===== src/rtl/lpht_pkg.sv =====
`timescale 1ns / 1ps
// Shared types and constants for the linear probing hash table.
// No dependencies; used by lpht_probe and linear_probe_hash_table.
package lpht_pkg;

  // Field widths of one transaction
  localparam int unsigned KEY_W       = 48;
  localparam int unsigned SIZE_W      = 32;
  localparam int unsigned ACT_W       = 2;
  localparam int unsigned STAT_W      = 2;
  localparam int unsigned IN_TDATA_W  = 88;  // 82 payload bits, zero-filled to bytes
  localparam int unsigned OUT_TDATA_W = 40;  // 34 payload bits, zero-filled to bytes

  // Home slot is taken from the key bits at and above this bit
  localparam int unsigned HOME_SHIFT  = 12;
  localparam int unsigned QUO_W       = KEY_W - HOME_SHIFT;

  // Default slot count
  localparam int unsigned CAPACITY_DEF = 256;

  // Action codes
  localparam logic [ACT_W-1:0] ACT_INSERT = 2'd0;
  localparam logic [ACT_W-1:0] ACT_LOOKUP = 2'd1;
  localparam logic [ACT_W-1:0] ACT_REMOVE = 2'd2;

  // Status codes
  localparam logic [STAT_W-1:0] ST_OK   = 2'd0;
  localparam logic [STAT_W-1:0] ST_MISS = 2'd1;
  localparam logic [STAT_W-1:0] ST_FULL = 2'd2;

  // Slot marks
  localparam logic [1:0] MARK_EMPTY = 2'd0;
  localparam logic [1:0] MARK_USED  = 2'd1;
  localparam logic [1:0] MARK_TOMB  = 2'd2;

  // One slot of the table memory
  typedef struct packed {
    logic [1:0]        mark;
    logic [KEY_W-1:0]  key;
    logic [SIZE_W-1:0] size;
  } slot_t;

  // Finished result handed from the probe engine to the output stage
  typedef struct packed {
    logic              valid;
    logic [STAT_W-1:0] status;
    logic [SIZE_W-1:0] size;
  } res_t;

endpackage


===== src/rtl/lpht_probe.sv =====
`timescale 1ns / 1ps
// Probe engine: clearing pass, home slot computation, linear probe over the
// slot memory and read-modify-write of the claimed or hit slot. Uses lpht_pkg.
module lpht_probe #(
  parameter int unsigned CAPACITY = lpht_pkg::CAPACITY_DEF
) (
  input  logic                          clk,
  input  logic                          rst,
  input  logic                          in_valid,
  output logic                          in_ready,
  input  logic [lpht_pkg::ACT_W-1:0]    in_action,
  input  logic [lpht_pkg::KEY_W-1:0]    in_key,
  input  logic [lpht_pkg::SIZE_W-1:0]   in_size,
  output lpht_pkg::res_t                res,
  input  logic                          res_ready,
  output logic                          wr_en,
  output logic [$clog2(CAPACITY)-1:0]   wr_addr,
  output lpht_pkg::slot_t               wr_data,
  output logic [$clog2(CAPACITY)-1:0]   rd_addr,
  input  lpht_pkg::slot_t               rd_data
);

  localparam int unsigned SLOT_W     = $clog2(CAPACITY);
  localparam int unsigned OCC_W      = $clog2(CAPACITY + 1);
  localparam bit          POW2       = (CAPACITY & (CAPACITY - 1)) == 0;
  localparam int unsigned DIGIT      = 4;
  localparam int unsigned HASH_STEPS = lpht_pkg::QUO_W / DIGIT;
  localparam int unsigned HSTEP_W    = $clog2(HASH_STEPS);

  localparam logic [SLOT_W-1:0] LAST_SLOT = SLOT_W'(CAPACITY - 1);
  localparam logic [SLOT_W:0]   CAP_EXT   = (SLOT_W + 1)'(CAPACITY);
  localparam logic [OCC_W-1:0]  OCC_FULL  = OCC_W'(CAPACITY);

  typedef enum logic [4:0] {
    S_CLEAR = 5'b00001,
    S_IDLE  = 5'b00010,
    S_HASH  = 5'b00100,
    S_PROBE = 5'b01000,
    S_DONE  = 5'b10000
  } state_t;

  state_t                            state;
  logic [SLOT_W-1:0]                 cur;
  logic [SLOT_W-1:0]                 cnt;
  logic [OCC_W-1:0]                  occ;
  logic [lpht_pkg::ACT_W-1:0]        act;
  logic [lpht_pkg::KEY_W-1:0]        key;
  logic [lpht_pkg::SIZE_W-1:0]       size;
  logic [lpht_pkg::QUO_W-1:0]        hq;
  logic [SLOT_W-1:0]                 hrem;
  logic [HSTEP_W-1:0]                hstep;
  logic [lpht_pkg::STAT_W-1:0]       res_status;
  logic [lpht_pkg::SIZE_W-1:0]       res_size;

  logic [SLOT_W-1:0] cur_inc;
  logic [SLOT_W-1:0] home_pow2;
  logic [SLOT_W-1:0] hrem_next;
  logic              ins;
  logic              is_used;
  logic              key_match;
  logic              last_probe;
  logic              full;
  logic              act_valid;

  // Probe decode
  always_comb begin
    cur_inc    = (cur == LAST_SLOT) ? '0 : cur + 1'b1;
    home_pow2  = in_key[lpht_pkg::HOME_SHIFT +: SLOT_W];
    ins        = act == lpht_pkg::ACT_INSERT;
    is_used    = rd_data.mark == lpht_pkg::MARK_USED;
    key_match  = is_used && (rd_data.key == key);
    last_probe = cnt == LAST_SLOT;
    full       = occ == OCC_FULL;
    act_valid  = in_action inside {lpht_pkg::ACT_INSERT, lpht_pkg::ACT_LOOKUP,
                                   lpht_pkg::ACT_REMOVE};
  end

  // Home slot remainder: shift in DIGIT key bits per cycle, reduce by CAPACITY
  always_comb begin
    logic [SLOT_W:0] t;
    hrem_next = hrem;
    for (int i = 0; i < DIGIT; i++) begin
      t = {hrem_next, hq[lpht_pkg::QUO_W-1-i]};
      if (t >= CAP_EXT) begin
        t = t - CAP_EXT;
      end
      hrem_next = t[SLOT_W-1:0];
    end
  end

  // Memory port control
  always_comb begin
    wr_en   = 1'b0;
    wr_addr = cur;
    wr_data = rd_data;
    rd_addr = cur_inc;
    case (state)
      S_CLEAR: begin
        wr_en   = 1'b1;
        wr_data = '0;
      end
      S_IDLE: begin
        rd_addr = home_pow2;
      end
      S_HASH: begin
        rd_addr = hrem_next;
      end
      S_PROBE: begin
        // Claim a free slot on insert, or tombstone a removed hit
        if (ins && !is_used) begin
          wr_en        = 1'b1;
          wr_data.mark = lpht_pkg::MARK_USED;
          wr_data.key  = key;
          wr_data.size = size;
        end else if (!ins && key_match && act == lpht_pkg::ACT_REMOVE) begin
          wr_en        = 1'b1;
          wr_data.mark = lpht_pkg::MARK_TOMB;
        end
      end
      default: begin
        wr_en = 1'b0;
      end
    endcase
  end

  assign in_ready   = state == S_IDLE;
  assign res.valid  = state == S_DONE;
  assign res.status = res_status;
  assign res.size   = res_size;

  // Sequencer
  always_ff @(posedge clk) begin
    if (rst) begin
      state <= S_CLEAR;
      cur   <= '0;
      occ   <= '0;
    end else begin
      case (state)
        // Sweep every slot to empty after reset
        S_CLEAR: begin
          cur <= cur_inc;
          if (cur == LAST_SLOT) begin
            state <= S_IDLE;
          end
        end
        // Take a transaction; finish invalid actions and inserts into a full table
        S_IDLE: begin
          if (in_valid) begin
            act      <= in_action;
            key      <= in_key;
            size     <= in_size;
            cnt      <= '0;
            hq       <= in_key[lpht_pkg::KEY_W-1:lpht_pkg::HOME_SHIFT];
            hrem     <= '0;
            hstep    <= '0;
            res_size <= '0;
            if (!act_valid) begin
              res_status <= lpht_pkg::ST_MISS;
              state      <= S_DONE;
            end else if (in_action == lpht_pkg::ACT_INSERT && full) begin
              res_status <= lpht_pkg::ST_FULL;
              state      <= S_DONE;
            end else if (POW2) begin
              cur   <= home_pow2;
              state <= S_PROBE;
            end else begin
              state <= S_HASH;
            end
          end
        end
        // Reduce the shifted key modulo the capacity
        S_HASH: begin
          hq    <= {hq[lpht_pkg::QUO_W-DIGIT-1:0], DIGIT'(0)};
          hrem  <= hrem_next;
          hstep <= hstep + 1'b1;
          if (hstep == HSTEP_W'(HASH_STEPS - 1)) begin
            cur   <= hrem_next;
            state <= S_PROBE;
          end
        end
        // Check one slot per cycle; the next slot is already being read
        S_PROBE: begin
          if (ins && !is_used) begin
            occ        <= occ + 1'b1;
            res_status <= lpht_pkg::ST_OK;
            state      <= S_DONE;
          end else if (!ins && key_match) begin
            res_status <= lpht_pkg::ST_OK;
            res_size   <= rd_data.size;
            if (act == lpht_pkg::ACT_REMOVE && occ != '0) begin
              occ <= occ - 1'b1;
            end
            state <= S_DONE;
          end else if (!ins && (rd_data.mark == lpht_pkg::MARK_EMPTY || last_probe)) begin
            res_status <= lpht_pkg::ST_MISS;
            state      <= S_DONE;
          end else begin
            cur <= cur_inc;
            cnt <= cnt + 1'b1;
          end
        end
        // Hold the result until the output stage takes it
        S_DONE: begin
          if (res_ready) begin
            state <= S_IDLE;
          end
        end
        default: begin
          state <= S_IDLE;
        end
      endcase
    end
  end

  a_occ_bound: assert property (@(posedge clk) disable iff (rst)
    occ <= OCC_FULL)
    else $error("occupancy above capacity");

  a_probe_range: assert property (@(posedge clk) disable iff (rst)
    state == S_PROBE |-> cur <= LAST_SLOT)
    else $error("probe slot out of range");

  a_write_window: assert property (@(posedge clk) disable iff (rst)
    wr_en |-> (state == S_CLEAR || state == S_PROBE))
    else $error("slot write outside clear or probe");

  a_insert_count: assert property (@(posedge clk) disable iff (rst)
    (state == S_PROBE && wr_en && ins) |=> occ == $past(occ) + 1'b1)
    else $error("insert did not bump occupancy");

  a_full_only_insert: assert property (@(posedge clk) disable iff (rst)
    (state == S_DONE && res_status == lpht_pkg::ST_FULL) |->
      (act == lpht_pkg::ACT_INSERT && occ == OCC_FULL))
    else $error("full status without a full table");

endmodule


===== config.mk =====
export PLATFORM = sky130hd
export DESIGN_NAME = lpht_probe
export DESIGN_NICKNAME = d
export VERILOG_FILES = /design/src/rtl/lpht_pkg.sv /design/src/rtl/lpht_probe.sv
export SDC_FILE = /design/constraint.sdc
export NUM_CORES = 1
export LEC_CHECK = 0
export BUFFER_PORTS_ARGS = -buffer_cell sky130_fd_sc_hd__buf_2
export CORE_ASPECT_RATIO = 0.8
export CORE_MARGIN = 10
export CORE_UTILIZATION = 40
export CTS_CLUSTER_SIZE = 30
export DETAILED_ROUTE_END_ITERATION = 8
export HOLD_SLACK_MARGIN = 0.03
export PLACE_DENSITY_LB_ADDON = 0.08
export SYNTH_ARGS = -nofsm -noshare
export SYNTH_HDL_FRONTEND = slang
export SYNTH_SLANG_ARGS = --single-unit

===== constraint.sdc =====
create_clock -name clk -period 7.5 [get_ports clk]
set_clock_uncertainty 0.15 [all_clocks]
set_input_delay 1.125 -clock clk [delete_from_list [all_inputs] [get_ports clk]]
set_output_delay 1.125 -clock clk [all_outputs]
set_load 0.03 [all_outputs]

### Word-level counts from Yosys, hierarchy flattened

Index checks and enable logic that the tools add are counted.

* eq/ne operators: 26
* bitwise gates (word level): 1
* order comparisons: 4
* reduce and logical (&&, ||, !) cells: 28
* mux-type cells: 55
* add/sub/neg operators: 9

Operators with widths (count)
* $pmux W82 S2: 1
* $mux W8: 16
* $mux W32: 3
* $mux W80: 1
* $pmux W36 S2: 1
* $pmux W32 S2: 1
* $eq A48 B48 Y1: 1
* $pmux W8 S2: 3
* $mux W5: 9
* $ge A9 B9 Y1 const B: 4
* $mux W36: 1
* $pmux W8 S4: 1
* $sub A8 B1 Y8 const B: 4
* $mux W9: 3
* $pmux W5 S5: 1
* $add A8 B1 Y8 const B: 2
* $eq A8 B8 Y1 const B: 2
* $mux W2: 8
* $ne A2 B2 Y1 const B: 8
* $reduce_and A5 Y1: 3
* $add A9 B1 Y9 const B: 1
* $eq A9 B9 Y1 const B: 1
* $reduce_and A3 Y1: 3
* $reduce_bool A9 Y1: 1
* other kinds (28): 44

* register bits after elaboration: 194
* output and inout bits: 135

### Longest topological paths before layout

* word-level depth: 10
* gate-level depth with buffers: 12

### Least setup slack after synthesis

Ideal clock, no wire load.

* kind: register to register
* from: reg state[4]
* to: reg act[0] (netlist name) (enable)
* cell stages (with the launch flop): 6
* path slack: 1772 ps
* period minus slack after synthesis: 5728 ps
* arrival time: 5055 ps
* path buffers: 2
* cell sequence: dfxtp_1 nor4b_1 clkbuf_1 clkbuf_1 nand2_1 nor2_1

* word-level cells in the longest chain between the ends: 2

Ends and longest elaborated chain
* start, declared: RTL line lpht_probe.sv:42 `state_t state;`
* start signal, assigned: RTL line lpht_probe.sv:134 `state <= S_CLEAR;`
* start signal, assigned: RTL line lpht_probe.sv:143 `state <= S_IDLE;`
* start signal, assigned: RTL line lpht_probe.sv:159 `state <= S_DONE;`
* $eq A5 B2 Y1
* via in_ready: RTL line lpht_probe.sv:10 `output logic in_ready,`
* $reduce_and A3 Y1 (no source line)
* end signal, assigned: RTL line lpht_probe.sv:149 `act <= in_action;`
* end, declared: RTL line lpht_probe.sv:46 `logic [lpht_pkg::ACT_W-1:0] act;`

The timed path passes the listed nets, and every way through them passes these cells.
A chain may end at the register's enable or synchronous reset.

==> flow_metrics.py <==
metrics = {
    "critical_path": {
        "rr_startpoint": "act[1]$_DFFE_PP_",
        "worstSetupEndpointType": "output pin",
        "crit_required_ns": 6.22,
        "critPathKind": "input port to output pin",
        "cp.depth": 9,
        "critPathMaxFanout": 44,
        "cp_num_buf_inv": 4,
        "crit_family": "simple AND/OR/NAND/NOR gates",
        "critPathSlowestCell": "nor2_4",
        "arrival_ns": 3.71,
        "crit_start": "rd_data[81]",
        "worstPathCellList": "buf_2, nand2b_1, and2_1, inv_1, nor2_4, buf_4, nand2_1, nand2_1, buf_2",
        "reg2reg_depth": 10,
        "max_stage_delay_ns": 0.74,
        "critPathLaunchType": "input port",
    },
    "yosys": {
        "ys_ff_latch": 145,
        "async_reset_ff_frac": 0,
        "synth_area_leaders": "edfxtp_1, nand2_1, xor2_1",
        "yosys-top-cells-count": "nand2_1, edfxtp_1, nand3_1",
        "syn-num-nets": 908,
        "synth.distinct_cells": 49,
        "synthCells": 730,
        "ys.flop_type": "edfxtp_1",
        "yosysWarnings": 0,
        "synth_top_cell_by_area": "edfxtp_1",
        "yosysTopAreaCellShare": 0.504,
        "synth_edf_count": 124,
        "synth.cell_area_um2": 7390,
        "synth_seq_area_share": 0.561,
        "synth_most_common_cell": "nand2_1",
        "avgSynthCellArea_um2": 10.1,
    },
    "place": {
        "dp_hpwl_mm": 19.7,
        "placed_cell_area_um2": 9120,
        "portBuffers": 302,
        "placed_cells": 1230,
        "gp_congestion": 0.856,
        "dp_worst_setup_slack_ns": 2.50,
    },
    "routing": {
        "drt-pass1-iter-count": 5,
        "antenna_left": 0,
        "wl_per_cell_um": 20.5,
        "met1Wirelength_mm": 10.8,
        "met3_wirelength_mm": 2.57,
        "via_per_inst": 5.08,
        "wl_mm": 25.9,
        "routed.top_layer": "met4",
        "drc_errors": 0,
        "initialDrtViolationCount": 424,
        "dr_total_vias": 6426,
        "dr_wl_met2_mm": 12.3,
    },
    "die": {
        "boundaryPins": 303,
        "num_rows": 44,
        "die-width_um": 172,
        "die-area_um2": 24300,
        "start_util": 0.407,
        "die_height_um": 142,
        "core-area_um2": 18200,
    },
    "worst_hold_path": {
        "hold_class": "flop to flop",
        "min_from": "occ[4]$_SDFFE_PP0P_",
        "min_path_cells": 2,
    },
    "layout": {
        "fillerInstances": 1720,
        "layout.cells.non_filler": 1265,
        "syn2layout_area_growth_pct": 31.6,
        "design_area_um2": 9720,
        "drive_gt1_frac": 0.341,
        "final_nets": 1197,
    },
    "job": {
        "maxCapViolations": 0,
    },
    "clocking": {
        "cts_sinks": 145,
        "cts_tree": "built",
        "cts_buffer_depth": 2,
        "cts_resized": 0,
        "htreeDepth": 4,
        "cts_root_buffer": "clkbuf_16",
        "cts_made_buffers": 17,
        "cts.reportedPaths.clkPinSlew_ns": 0.06,
        "clk_latency_ns": 0.42,
        "cts_setup_buffers": 0,
        "cts_hold_buf": 0,
    },
    "power": {
        "p_leak_uw": 0.00461,
        "powerDensity_nw_per_um2": 231,
        "finalPower_uw": 2250,
        "ir_drop_uv": 136,
    },
    "sta": {
        "drv_slew": 0,
        "tightest_slew_ns": 1.03,
        "finalSetupViolCount": 0,
        "period_share": 0.665,
        "finalCriticalPeriod_ns": 4.99,
        "slew_headroom": 0.316,
        "fmaxAchievable_ghz": 0.201,
        "final_hold_viol_count": 0,
        "setup_slack_ns": 2.51,
        "rsz0062_at_grt": "false",
        "fin_tns_setup_ns": 0,
    },
    "grt": {
        "grt_pass1_wl_mm": 38.3,
        "grt_max_degree": 87,
        "grt_antenna_before_repair": 3,
        "grt_util_all_layers": 0.207,
        "overflow": 0,
        "grt_pass1_vias": 6399,
    },
    "status": {
        "status": "finished, final reports clean",
    },
}
## cells by family after synthesis
group | count (synthesis) | synth area share
adders and majority gates | 10 | 0.0180
muxes | 8 | 0.0110
AOI/OAI and AO/OA | 48 | 0.0439
buffers and inverters | 44 | 0.0235
DFF | 145 | 0.561
xor gates and xnor gates | 65 | 0.0771
and+or+nand+nor | 410 | 0.266
## per-layer routing
metal	vias up	track usage
met3	18	0.0801
met4	0	0.0557
li1	3170	-
met2	233	0.328
met5	-	0
met1	3005	0.257
## registers in the layout (all words and copies together) (netlist names)
name	count
cnt	8
key	48
state	4
res_status	2
size	32
occ	9
wr_addr	8
res_size	32
act	2
## cell type report
cell class | instances | area [um^2] | area share
timing repair buffer | 307 | 1550 | 0.159
clock inverter | 15 | 171 | 0.0176
multi-input combinational | 541 | 3110 | 0.320
clock buffer | 17 | 425 | 0.0437
inverter | 7 | 26.3 | 0.00270
sequential | 145 | 4140 | 0.426
antenna | 3 | 7.51 | 0.000772
tap | 230 | 288 | 0.0296
## final timing paths
check	slack, ns	end
setup reg to reg	4.24	occ[8]$_SDFFE_PP0P_
hold / removal	0.39	occ[4]$_SDFFE_PP0P_
setup / recovery	2.51	wr_data[3]
hold reg to reg	0.39	occ[4]$_SDFFE_PP0P_
## worst reg2reg max path, delay by kind of cell, from the launching register on
family,cells,cell delay [ns]
DFF,1,0.38
buffers and inverters,1,0.27
and+or+nand+nor,3,0.76
adders and majority gates,1,0.47
AOI/OAI and AO/OA,5,1.11
## stage by stage
stage | hold slack [ns] | util
finish | 0.391 | 0.535
global route | 0.426 | 0.535
CTS | 0.391 | 0.535
detailed placement | 0.375 | 0.502
global placement | 0.373 | 0.502
floorplan | 0.334 | -
## layout by cell type (no fill, tap or decap), types with 6 or more instances in the layout
cell,n
a21oi_1,9
xnor2_1,12
nand2_1,180
nand3_1,90
ha_1,9
clkbuf_16,17
nor4_1,24
xor2_1,53
and3_1,6
o21ai_0,13
edfxtp_1,124
inv_6,6
or3_1,6
nor2_1,32
dfxtp_1,21
and2_1,36
mux2i_1,7
inv_1,7
buf_2,302
## power breakdown
group          switching [uW]  leakage, uW  internal (uW)
registers                11.8      0.00138            881
clock network             375     0.000286            501
logic                     333      0.00295            146
Power figures use the tool's default switching activity.
